[config.mk]
export PLATFORM = sky130hd
export DESIGN_NAME = cross_entropy_loss_accuracy
export DESIGN_NICKNAME = d
export VERILOG_FILES = /design/src/design/cel_pkg.sv /design/src/design/cel_front.sv /design/src/design/cel_queue.sv /design/src/design/cel_back.sv /design/src/design/cross_entropy_loss_accuracy.sv
export SDC_FILE = /design/constraint.sdc
export NUM_CORES = 2
export LEC_CHECK = 0
export BUFFER_PORTS_ARGS = -buffer_cell sky130_fd_sc_hd__buf_2
export CORE_MARGIN = 8
export CORE_UTILIZATION = 45
export CTS_CLUSTER_SIZE = 25
export DETAILED_ROUTE_END_ITERATION = 10
export PLACE_DENSITY = 0.72
export SLEW_MARGIN = 20
export SYNTH_ARGS = -nofsm -noshare
export SYNTH_HDL_FRONTEND = slang
export SYNTH_SLANG_ARGS = --single-unit
[constraint.sdc]
create_clock -name clk -period 10.2 [get_ports clk]
set_input_delay 3.06 -clock clk [delete_from_list [all_inputs] [get_ports clk]]
set_output_delay 3.06 -clock clk [all_outputs]
set_load 0.03 [all_outputs]
[src/design/cel_pkg.sv]
// Shared types and constants for the cross-entropy loss and accuracy block.
package cel_pkg;

    localparam int MAX_CLASSES = 16;
    localparam int POS_W = 4;
    localparam int CNT_W = 7;
    localparam int LSUM_W = 26;
    localparam logic [CNT_W-1:0] CNT_MAX = {CNT_W{1'b1}};
    localparam logic [LSUM_W-1:0] LSUM_MAX = {LSUM_W{1'b1}};
    localparam logic [31:0] LN2_Q32 = 32'd2977044472;
    localparam int QDEPTH = 2;

    typedef struct packed {
        logic [15:0] prob;
        logic [3:0]  true_label;
        logic        last_in_row;
        logic        last_in_batch;
    } in_item_t;

    typedef struct packed {
        logic signed [31:0] grad;
        logic [23:0]        mean_loss;
        logic [16:0]        accuracy;
        logic               batch_done;
    } out_item_t;

    // Work handed from the front to the back for one element.
    typedef struct packed {
        logic        is_true;
        logic [15:0] prob;
        logic        end_batch;
        logic [LSUM_W-1:0] loss_base;
        logic [CNT_W-1:0]  rows;
        logic [CNT_W-1:0]  correct;
    } job_t;

endpackage

[src/design/cel_front.sv]
// Front end: argmax, row and batch tracking, counters; issues one job per element.
module cel_front
(
    input  logic              clk,
    input  logic              rst_n,
    input  logic              push,
    output logic              full,
    input  cel_pkg::in_item_t in_item,
    input  logic              loss_add_valid,
    input  logic [cel_pkg::LSUM_W-1:0] loss_add,
    output logic              job_valid,
    input  logic              job_ready,
    output cel_pkg::job_t     job
);
    import cel_pkg::*;

    logic [POS_W-1:0]  pos_reg;
    logic [15:0]       best_val_reg;
    logic [POS_W-1:0]  best_cls_reg;
    logic [CNT_W-1:0]  rows_reg;
    logic [CNT_W-1:0]  corr_reg;
    logic [LSUM_W-1:0] lsum_reg;
    logic              wait_reg;

    logic [POS_W-1:0] best_cls_now;
    logic             end_row;
    logic             is_true;
    logic             acc;
    logic [LSUM_W:0]  sum_wide;

    // A true-class element must have its loss folded in before the next one.
    assign full = wait_reg || !job_ready;
    assign acc = push && !full;
    assign is_true = (pos_reg == in_item.true_label);
    assign end_row = in_item.last_in_row || in_item.last_in_batch
                     || (pos_reg == POS_W'(MAX_CLASSES - 1));

    always_comb
    begin
        best_cls_now = best_cls_reg;
        if (pos_reg == '0 || in_item.prob > best_val_reg)
            best_cls_now = pos_reg;
    end

    assign sum_wide = {1'b0, lsum_reg} + {1'b0, loss_add};

    always_comb
    begin
        job.is_true   = is_true;
        job.prob      = in_item.prob;
        job.end_batch = in_item.last_in_batch;
        job.loss_base = lsum_reg;
        job.rows      = (end_row && rows_reg != CNT_MAX) ? rows_reg + 1'b1 : rows_reg;
        job.correct   = (end_row && best_cls_now == in_item.true_label
                         && corr_reg != CNT_MAX) ? corr_reg + 1'b1 : corr_reg;
    end
    assign job_valid = acc;

    always_ff @(posedge clk or negedge rst_n)
    begin
        if (!rst_n)
        begin
            pos_reg      <= '0;
            best_val_reg <= '0;
            best_cls_reg <= '0;
            rows_reg     <= '0;
            corr_reg     <= '0;
            lsum_reg     <= '0;
            wait_reg     <= 1'b0;
        end
        else
        begin
            if (loss_add_valid)
            begin
                wait_reg <= 1'b0;
                lsum_reg <= sum_wide[LSUM_W] ? LSUM_MAX : sum_wide[LSUM_W-1:0];
            end
            if (acc)
            begin
                if (pos_reg == '0 || in_item.prob > best_val_reg)
                    best_val_reg <= in_item.prob;
                best_cls_reg <= best_cls_now;
                pos_reg  <= end_row ? '0 : pos_reg + 1'b1;
                rows_reg <= job.rows;
                corr_reg <= job.correct;
                if (is_true && !in_item.last_in_batch)
                    wait_reg <= 1'b1;
                if (in_item.last_in_batch)
                begin
                    pos_reg      <= '0;
                    best_val_reg <= '0;
                    best_cls_reg <= '0;
                    rows_reg     <= '0;
                    corr_reg     <= '0;
                    lsum_reg     <= '0;
                end
            end
        end
    end

endmodule

[src/design/cel_queue.sv]
// Short job queue between front and back.
module cel_queue
(
    input  logic          clk,
    input  logic          rst_n,
    input  logic          wr_valid,
    output logic          wr_ready,
    input  cel_pkg::job_t wr_data,
    output logic          rd_valid,
    input  logic          rd_ready,
    output cel_pkg::job_t rd_data
);
    import cel_pkg::*;

    job_t mem_reg [QDEPTH];
    logic [$clog2(QDEPTH)-1:0] wp_reg, rp_reg;
    logic [$clog2(QDEPTH):0]   cnt_reg;
    logic wr, rd;

    assign wr_ready = (cnt_reg != ($clog2(QDEPTH)+1)'(QDEPTH));
    assign rd_valid = (cnt_reg != '0);
    assign rd_data  = mem_reg[rp_reg];
    assign wr = wr_valid && wr_ready;
    assign rd = rd_valid && rd_ready;

    always_ff @(posedge clk)
    begin
        if (wr)
            mem_reg[wp_reg] <= wr_data;
    end

    always_ff @(posedge clk or negedge rst_n)
    begin
        if (!rst_n)
        begin
            wp_reg  <= '0;
            rp_reg  <= '0;
            cnt_reg <= '0;
        end
        else
        begin
            if (wr)
                wp_reg <= wp_reg + 1'b1;
            if (rd)
                rp_reg <= rp_reg + 1'b1;
            cnt_reg <= cnt_reg + (wr ? 1'b1 : 1'b0) - (rd ? 1'b1 : 1'b0);
        end
    end

endmodule

[src/design/cel_back.sv]
// Back end: log, gradient divide and batch-end divides, one sequencer.
module cel_back
(
    input  logic               clk,
    input  logic               rst_n,
    input  logic [6:0]         batch_rows,
    input  logic               job_valid,
    output logic               job_ready,
    input  cel_pkg::job_t      job,
    output logic               loss_add_valid,
    output logic [cel_pkg::LSUM_W-1:0] loss_add,
    output logic               empty,
    input  logic               pop,
    output cel_pkg::out_item_t out_item
);
    import cel_pkg::*;

    localparam logic [2:0] S_IDLE = 3'd0;
    localparam logic [2:0] S_LOG  = 3'd1;
    localparam logic [2:0] S_LN   = 3'd2;
    localparam logic [2:0] S_GDIV = 3'd3;
    localparam logic [2:0] S_MDIV = 3'd4;
    localparam logic [2:0] S_ADIV = 3'd5;
    localparam logic [2:0] S_OUT  = 3'd6;

    logic [2:0]  st_reg;
    job_t        job_reg;
    logic [4:0]  it_reg;
    logic [3:0]  e_reg;
    logic [16:0] m_reg;
    logic [15:0] frac_reg;
    logic [LSUM_W-1:0] loss_reg;
    logic [22:0] den_reg;
    logic [31:0] rem_reg;
    logic [31:0] quo_reg;
    logic [CNT_W-1:0] dvs_reg;
    logic signed [31:0] grad_reg;
    logic [23:0] mean_reg;
    out_item_t   obuf_reg;
    logic        ofull_reg;

    logic [15:0] kc;
    logic [3:0]  e_det;
    logic [33:0] msq;
    logic [16:0] msq_s;
    logic [19:0] l2;
    logic [51:0] lnprod;
    logic [32:0] gtrial;
    logic [32:0] dtrial;
    logic [LSUM_W:0] tsum;
    logic [CNT_W-1:0] rdiv;

    assign kc = (job_reg.prob == 16'd0) ? 16'd1 :
                (job_reg.prob > 16'd32767) ? 16'd32767 : job_reg.prob;

    always_comb
    begin
        e_det = '0;
        for (int i = 1; i < 15; i++)
            if (kc[i])
                e_det = 4'(i);
    end

    // dividend 2^31 has its only set bit in the first step
    assign msq   = 34'(m_reg) * 34'(m_reg);
    assign msq_s = msq[31:15];
    assign l2    = (20'd15 << 16) - {e_reg, frac_reg};
    assign lnprod = 52'(l2) * 52'(LN2_Q32);
    assign gtrial = {rem_reg, (it_reg == 5'd0)} - {10'd0, den_reg};
    assign dtrial = {rem_reg, quo_reg[31]} - {26'd0, dvs_reg};
    assign tsum  = {1'b0, job_reg.loss_base} + {1'b0, loss_reg};
    assign rdiv  = (job_reg.rows == '0) ? CNT_W'(1) : job_reg.rows;

    assign job_ready = (st_reg == S_IDLE);
    assign empty = !ofull_reg;
    assign out_item = obuf_reg;

    always_ff @(posedge clk)
    begin
        unique case (st_reg)
            S_IDLE:
            begin
                if (job_valid)
                begin
                    job_reg  <= job;
                    loss_reg <= '0;
                    grad_reg <= '0;
                    mean_reg <= '0;
                end
            end
            S_LOG:
            begin
                if (it_reg == 5'd0)
                begin
                    e_reg    <= e_det;
                    m_reg    <= 17'(kc << (4'd15 - e_det));
                    frac_reg <= '0;
                end
                else
                begin
                    frac_reg <= {frac_reg[14:0], msq_s[16]};
                    m_reg    <= msq_s[16] ? {1'b0, msq_s[16:1]} : msq_s;
                end
            end
            S_LN:
            begin
                loss_reg <= LSUM_W'(lnprod[51:32]);
                den_reg  <= 23'(batch_rows) * 23'(job_reg.prob);
                rem_reg  <= '0;
                quo_reg  <= '0;
            end
            S_GDIV:
            begin
                if (den_reg == '0)
                    grad_reg <= 32'sh8000_0000;
                else
                begin
                    // quotient bit 31 - it of 2^31 / den
                    if (!gtrial[32])
                    begin
                        rem_reg <= gtrial[31:0];
                        quo_reg <= {quo_reg[30:0], 1'b1};
                    end
                    else
                    begin
                        rem_reg <= {rem_reg[30:0], (it_reg == 5'd0)};
                        quo_reg <= {quo_reg[30:0], 1'b0};
                    end
                    if (it_reg == 5'd31)
                        grad_reg <= -$signed(gtrial[32] ? {quo_reg[30:0], 1'b0}
                                                        : {quo_reg[30:0], 1'b1});
                end
            end
            S_MDIV, S_ADIV:
            begin
                if (it_reg == 5'd0)
                begin
                    // dividend top bit is always zero, so it is pre-shifted
                    dvs_reg   <= rdiv;
                    rem_reg   <= '0;
                    quo_reg   <= (st_reg == S_MDIV)
                        ? {5'd0, (tsum[LSUM_W] ? LSUM_MAX : tsum[LSUM_W-1:0]), 1'b0}
                        : {8'd0, job_reg.correct, 17'd0};
                end
                else
                begin
                    if (!dtrial[32])
                    begin
                        rem_reg <= dtrial[31:0];
                        quo_reg <= {quo_reg[30:0], 1'b1};
                    end
                    else
                    begin
                        rem_reg <= {rem_reg[30:0], quo_reg[31]};
                        quo_reg <= {quo_reg[30:0], 1'b0};
                    end
                end
            end
            default:
            begin
            end
        endcase
        if (st_reg == S_OUT && (!ofull_reg || pop))
        begin
            obuf_reg.grad       <= grad_reg;
            obuf_reg.mean_loss  <= job_reg.end_batch ? mean_reg : '0;
            obuf_reg.accuracy   <= job_reg.end_batch
                ? ((quo_reg > 32'd65536) ? 17'd65536 : quo_reg[16:0]) : '0;
            obuf_reg.batch_done <= job_reg.end_batch;
        end
        if (st_reg == S_ADIV && it_reg == 5'd0)
            mean_reg <= (quo_reg > 32'hFF_FFFF) ? 24'hFF_FFFF : quo_reg[23:0];
    end

    // restoring division: rem takes the next dividend bit each step

    always_ff @(posedge clk or negedge rst_n)
    begin
        if (!rst_n)
        begin
            st_reg         <= S_IDLE;
            it_reg         <= '0;
            ofull_reg      <= 1'b0;
            loss_add_valid <= 1'b0;
            loss_add       <= '0;
        end
        else
        begin
            loss_add_valid <= 1'b0;
            if (ofull_reg && pop)
                ofull_reg <= 1'b0;
            unique case (st_reg)
                S_IDLE:
                begin
                    it_reg <= '0;
                    if (job_valid)
                        st_reg <= job.is_true ? S_LOG : (job.end_batch ? S_MDIV : S_OUT);
                end
                S_LOG:
                begin
                    it_reg <= it_reg + 1'b1;
                    if (it_reg == 5'd16)
                        st_reg <= S_LN;
                end
                S_LN:
                begin
                    it_reg <= '0;
                    st_reg <= S_GDIV;
                    if (!job_reg.end_batch)
                    begin
                        loss_add_valid <= 1'b1;
                        loss_add       <= LSUM_W'(lnprod[51:32]);
                    end
                end
                S_GDIV:
                begin
                    it_reg <= it_reg + 1'b1;
                    if (den_reg == '0 || it_reg == 5'd31)
                    begin
                        it_reg <= '0;
                        st_reg <= job_reg.end_batch ? S_MDIV : S_OUT;
                    end
                end
                S_MDIV:
                begin
                    it_reg <= it_reg + 1'b1;
                    if (it_reg == 5'd31)
                    begin
                        it_reg <= '0;
                        st_reg <= S_ADIV;
                    end
                end
                S_ADIV:
                begin
                    it_reg <= it_reg + 1'b1;
                    if (it_reg == 5'd31)
                    begin
                        it_reg <= '0;
                        st_reg <= S_OUT;
                    end
                end
                S_OUT:
                begin
                    if (!ofull_reg || pop)
                    begin
                        ofull_reg <= 1'b1;
                        st_reg    <= S_IDLE;
                    end
                end
                default:
                    st_reg <= S_IDLE;
            endcase
        end
    end

endmodule

[src/design/cross_entropy_loss_accuracy.sv]
// Top level of the cross-entropy loss, gradient and accuracy block.
// Path: a true-class element takes a 17-step log and a 32-step gradient divide
// on its way to the output; a batch-end element adds the mean-loss and accuracy
// divides. The back-end sequencer takes one job at a time, only when idle, and
// the front stalls after a true-class element until its loss is folded in.
// Reset: asynchronous, active low; batch_rows returns to 1, counters clear.
module cross_entropy_loss_accuracy
(
    input  logic               clk,
    input  logic               rst_n,
    input  logic               push,
    output logic               full,
    input  cel_pkg::in_item_t  in_item,
    output logic               empty,
    input  logic               pop,
    output cel_pkg::out_item_t out_item,
    input  logic               cfg_valid,
    output logic               cfg_ready,
    input  logic [6:0]         cfg_data
);
    import cel_pkg::*;

    logic [6:0] batch_rows_reg;
    logic       fj_valid, fj_ready, bj_valid, bj_ready;
    job_t       fj, bj;
    logic       la_valid;
    logic [LSUM_W-1:0] la;

    assign cfg_ready = 1'b1;

    always_ff @(posedge clk or negedge rst_n)
    begin
        if (!rst_n)
            batch_rows_reg <= 7'd1;
        else if (cfg_valid && cfg_ready)
            batch_rows_reg <= cfg_data;
    end

    cel_front u_front
    (
        .clk(clk), .rst_n(rst_n), .push(push), .full(full), .in_item(in_item),
        .loss_add_valid(la_valid), .loss_add(la),
        .job_valid(fj_valid), .job_ready(fj_ready), .job(fj)
    );

    cel_queue u_queue
    (
        .clk(clk), .rst_n(rst_n), .wr_valid(fj_valid), .wr_ready(fj_ready),
        .wr_data(fj), .rd_valid(bj_valid), .rd_ready(bj_ready), .rd_data(bj)
    );

    cel_back u_back
    (
        .clk(clk), .rst_n(rst_n), .batch_rows(batch_rows_reg),
        .job_valid(bj_valid), .job_ready(bj_ready), .job(bj),
        .loss_add_valid(la_valid), .loss_add(la),
        .empty(empty), .pop(pop), .out_item(out_item)
    );

    a_batch_flag: assert property (@(posedge clk) disable iff (!rst_n)
        !empty && !out_item.batch_done |-> out_item.mean_loss == '0)
        else $error("mean_loss outside batch end");
    a_grad_sign: assert property (@(posedge clk) disable iff (!rst_n)
        !empty |-> !(out_item.grad > 0))
        else $error("positive gradient");
    a_acc_range: assert property (@(posedge clk) disable iff (!rst_n)
        !empty |-> out_item.accuracy <= 17'd65536)
        else $error("accuracy out of range");

endmodule
### Word-level counts from Yosys, hierarchy flattened

Memories as Yosys holds them, arrays and structs flattened.
Cells that the tools add are included.

* input bits: 34
* register bits: 450
* RAM bits: 116
* logic and storage cells: 210
* memories: 1

* bitwise gates (word level): 1
* shift-type cells: 1
* reductions and logical operators: 47
* magnitude comparators: 4
* add/subtract/negate cells: 15
* muxes and demuxes: 80
* equality and inequality tests: 22
* multipliers: 3

Memory list
* u_queue.mem_reg: depth 2, width 58, rd ports 1, clocked after memory_dff 0, write ports 1, line cel_queue.sv:15 `job_t mem_reg [QDEPTH];`

Operators by type and width (number)
* $mux 32: 9
* $pmux 32 s3: 2
* $mux 26: 6
* $mux 24: 4
* $mux 16: 5
* $mux 4: 17
* $pmux 32 s2: 1
* $pmux 26 s2: 1
* $mul 20x29->49 const B: 1
* $mux 17: 2
* $sub 33x23->33: 1
* $sub 33x7->33: 1
* $gt 32x17->1 const B: 1
* $gt 32x24->1 const B: 1
* $mul 17x17->32: 1
* $neg 32->32: 1
* $mux 7: 4
* $add 26x20->27: 1
* $add 26x26->27: 1
* $mux 27: 1
* $logic_not 23->1: 1
* $mul 7x16->23: 1
* $mux 3: 7
* $pmux 3 s7: 1
* 41 further kinds: 102

### Logic depth before layout (Yosys ltp)

* depth after elaboration: 20
* depth in mapped cells: 32
* mapped depth without buffers: 32

### Modules after synthesis

From an unflattened synthesis, not the netlist that was laid out.

* cells, all modules: 4546
* area total of the unflattened synthesis: 48031.1 µm²

By module, submodules not included
* cel_back: cells each 3750, area each 38320.5 µm², instances 1, seq. area each 10900.5 µm²
* cel_front: cells each 576, area each 4956.0 µm², instances 1, seq. area each 1626.6 µm²
* cel_queue: cells each 203, area each 4450.5 µm², instances 1, seq. area each 3583.4 µm²
* cross_entropy_loss_accuracy: cells each 17, area each 304.0 µm², instances 1, seq. area each 176.4 µm²

### Worst setup path before layout

OpenSTA, ideal clock, no wires.

* path type: input to register
* start: in pop
* end: reg u_back.obuf_reg (netlist bit u_back.out_item[0]), enable pin
* arrival time: 8179 ps
* stages: 2
* buffers on the path: 0
* required time: 9603 ps
* setup slack: 1424 ps
* path through: nor2_1 nor3_1

* longest elaborated chain between the ends: 2

RTL lines
* start: declaration: line cross_entropy_loss_accuracy.sv:15 `input logic pop,`
* $logic_or 1x1->1: line cel_back.sv:163 `if (st_reg == S_OUT && (!ofull_reg || pop))`
* $logic_and 1x1->1: line cel_back.sv:163
* end: declaration: line cel_back.sv:39 `out_item_t obuf_reg;`

No other way between the ends.
A chain may end at the register's enable or synchronous reset.

### Worst setup path after layout

* start: reg u_back.frac_reg[2]
* end: reg u_back.loss_reg[10], data pin

* longest elaborated chain between the ends: 3

RTL lines
* start: declaration: line cel_back.sv:31 `logic [15:0] frac_reg;`
* start signal: assignment: line cel_back.sv:101 `frac_reg <= {frac_reg[14:0], msq_s[16]};`
* $sub 20x20->20: line cel_back.sv:67 `assign l2 = (20'd15 << 16) - {e_reg, frac_reg};`
* $mul 20x29->49: line cel_back.sv:68 `assign lnprod = 52'(l2) * 52'(LN2_Q32);`
* $pmux 26 s2: line cel_back.sv:80 `unique case (st_reg)`
* end signal: assignment: line cel_back.sv:107 `loss_reg <= LSUM_W'(lnprod[51:32]);`
* end: declaration: line cel_back.sv:32 `logic [LSUM_W-1:0] loss_reg;`

No other way between the ends.

==> results by group <==
GRT
  • GRT overflow: 0
  • Total track usage: 0.188
  • Vias in the first global route: 33,547
  • Global-route wire length before repair: 179,000 um
  • Initial antenna violation count: 18
  • Largest net degree at the start of global routing: 68

Routing
  • Avg WL per Cell: 18.4 um
  • DRC viols: 0
  • Final ANT Viol Nets: 0
  • DR pass1 iterations: 5
  • Detailed-route via count: 32,471
  • Routed vias/inst: 5.41
  • DRT iter0 DRCs: 2,160
  • Final WL: 111,000 um

Logic synthesis
  • Syn Area/Cell: 10.6 um^2
  • Async S/R FF share, synth: 0.189
  • #FFs+latches synth: 560
  • Syn Nets: 5,472
  • Sequential area share after synthesis: 0.341
  • Synth unique cells: 100
  • EDFF count, synth: 454
  • Ys flop type: edfxtp_1
  • Most area-consuming cells after synthesis: edfxtp_1, fa_1, ha_1
  • Yosys warns: 0
  • Post-synth top area share: 0.285
  • Synth Instances: 4,495
  • Largest area contributor in the netlist: edfxtp_1
  • Post-Syn Area: 47,800 um^2

Clock network
  • Post-CTS Setup Bufs: 0
  • CTS Hold Bufs: 0
  • Clock sinks: 560
  • CTS tree: yes
  • CTS Buf Count: 57
  • PostCTS Resize Cnt: 0
  • H-tree Lvls: 2
  • Clock Tree Root: clkbuf_16
  • CTS Buffer Depth: 3
  • Clock latency on the worst-skew pair: 0.67 ns
  • Clock slew at reported path FFs: 0.06 ns

Critical path
  • Worst stage delay on the critical path: 0.58 ns
  • CP endpoint kind: register
  • Critical path's top delay family: adder cells
  • R2R Setup Slk: 1.04 ns
  • Setup crit start kind: register
  • Worst setup path class: reg -> reg
  • CP required: 10.55 ns
  • Reg2reg path depth: 25
  • Start of the worst register-to-register path: u_back.frac_reg[2]$_SDFFCE_PP0P_
  • Arrival time at the worst endpoint: 9.51 ns
  • Crit path buffers/inverters: 4
  • CP max FO: 6
  • Worst path slowest cell: o21ai_0
  • Crit-path most repeated cell: fa_1
  • R2r endpoint: u_back.loss_reg[10]$_SDFFCE_PN0P_

Floorplanning
  • Number of cell rows: 119
  • Die width: 342 um
  • DIE HEIGHT: 342 um
  • Boundary Pins: 111
  • Initial Util: 0.454
  • Area of the core: 105,000 um^2
  • Die area: 117,000 um^2

STA
  • Max Freq: 109 MHz
  • RSZ-0062 raised after global routing: no
  • Worst slew pin tran: 1.14 ns
  • Tcrit/Tclk final: 0.898
  • Worst Skew: 0.0716 ns
  • Slew Limit Fails: 0
  • Final worst path period need: 9.16 ns
  • Setup violators final: 0
  • Setup TNS: 0 ns
  • Slew margin rel.: 0.234
  • Number of hold violations in the final report: 0

Placed design
  • IO Port Bufs: 109
  • GPL Wtd Cong: 0.921
  • Detailed placement HPWL: 86,400 um

Hold path
  • WHS Endpoint: u_back.out_item[42]$_DFFE_PP_
  • Min-delay worst type: reg -> reg
  • Hold-critical path depth: 0
  • HP Start: u_back.grad_reg[0]$_SDFFCE_PP0P_

Run status
  • Outcome: complete, no violations

Run
  • Max-Cap Viols: 0

Final layout
  • FILL cells: 9,302
  • Number of flip-flops in the largest register: 116
  • Total Nets Final: 5,530
  • Final design utilization: 0.494
  • Area delta synth->final: 8.79%
  • Layout cells sized above 1: 0.0821
## synthesized netlist by cell type (15+ instances only)
cell and n:
a21o_1 55, a31oi_1 28, nand3_1 40, nand4_1 26
nor2_1 280, o21bai_1 17, nor2b_1 18, nand2b_1 27
fa_1 459, ha_1 484, and2_1 157, and3_1 28
xor2_1 95, o22ai_1 23, inv_1 705, o211ai_1 15
xnor2_1 106, o21a_1 20, a211oi_1 28, clkbuf_1 137
dfrtp_1 105, edfxtp_1 454, mux2i_1 50, or3_1 28
a21oi_1 166, nand2_1 369, a22o_1 27, o21ai_0 173
nor4_1 27, mux2_2 74, nor3_1 67
## routing by layer
metal  vias up  GRT usage  wire length, um
met5         -          0               42
met4         6     0.0563             3300
met3       165     0.0297             6660
met2       821      0.322            54200
met1     16176      0.244            46600
li1      15303          -                -
## cell families after synthesis
family / after synthesis / share of synthesized area
and+or+nand+nor: 1119 / 0.112
adders and majority gates: 943 / 0.319
buffers and inverters: 862 / 0.0684
AOI/OAI and AO/OA: 682 / 0.0935
DFF: 560 / 0.341
xor gates and xnor gates: 203 / 0.0375
muxes: 124 / 0.0279
other: 2 / 0.000157
## layout make-up
class | count | area, um^2 | area share
antenna | 11 | 27.5 | 0.000530
clock buffer | 65 | 1480 | 0.0284
clock inverter | 43 | 582 | 0.0112
inverter | 706 | 2650 | 0.0510
multi-input combinational | 3073 | 28300 | 0.544
sequential | 560 | 16300 | 0.313
tap | 1391 | 1740 | 0.0335
timing repair buffer | 155 | 906 | 0.0174
## metrics by stage
step | hold slack (ns) | setup slack, ns | instance area, um^2 | instances
after global routing | 0.424 | 0.542 | 51900 | 5994
after floorplan | 0.400 | 1.42 | 47800 | 4495
final | 0.420 | 1.04 | 52000 | 6004
after detailed placement | 0.405 | 1.09 | 49800 | 5883
after CTS | 0.419 | 1.04 | 51900 | 5991
after global placement | 0.403 | 1.26 | 49800 | 5883
## how the worst max path moves through the flow
stage                                                start                                 to  depth (start not counted)
after floorplan                                        pop       u_back.out_item[0]$_DFFE_PP_                          2
after global placement    u_back.frac_reg[2]$_SDFFCE_PP0P_  u_back.loss_reg[13]$_SDFFCE_PN0P_                         25
after detailed placement  u_back.frac_reg[2]$_SDFFCE_PP0P_  u_back.loss_reg[13]$_SDFFCE_PN0P_                         25
after CTS                 u_back.frac_reg[2]$_SDFFCE_PP0P_  u_back.loss_reg[10]$_SDFFCE_PN0P_                         25
after global routing      u_back.frac_reg[2]$_SDFFCE_PP0P_  u_back.loss_reg[10]$_SDFFCE_PN0P_                         25
final                     u_back.frac_reg[2]$_SDFFCE_PP0P_  u_back.loss_reg[10]$_SDFFCE_PN0P_                         25
## cell usage in the layout (no fill, tap or decap), types with 74 or more instances in the layout
| cell | netlist | routed |
|---|---|---|
| inv_1 | 705 | 704 |
| ha_1 | 484 | 484 |
| fa_1 | 459 | 459 |
| edfxtp_1 | 454 | 454 |
| nand2_1 | 369 | 365 |
| nor2_1 | 280 | 276 |
| o21ai_0 | 173 | 172 |
| a21oi_1 | 166 | 165 |
| and2_1 | 157 | 157 |
| buf_2 | 9 | 108 |
| xnor2_1 | 106 | 106 |
| dfrtp_1 | 105 | 104 |
| xor2_1 | 95 | 95 |
| mux2_2 | 74 | 74 |
Power is not shown: default switching activity piles up to over one toggle a cycle in this logic, so the estimate is an artifact.
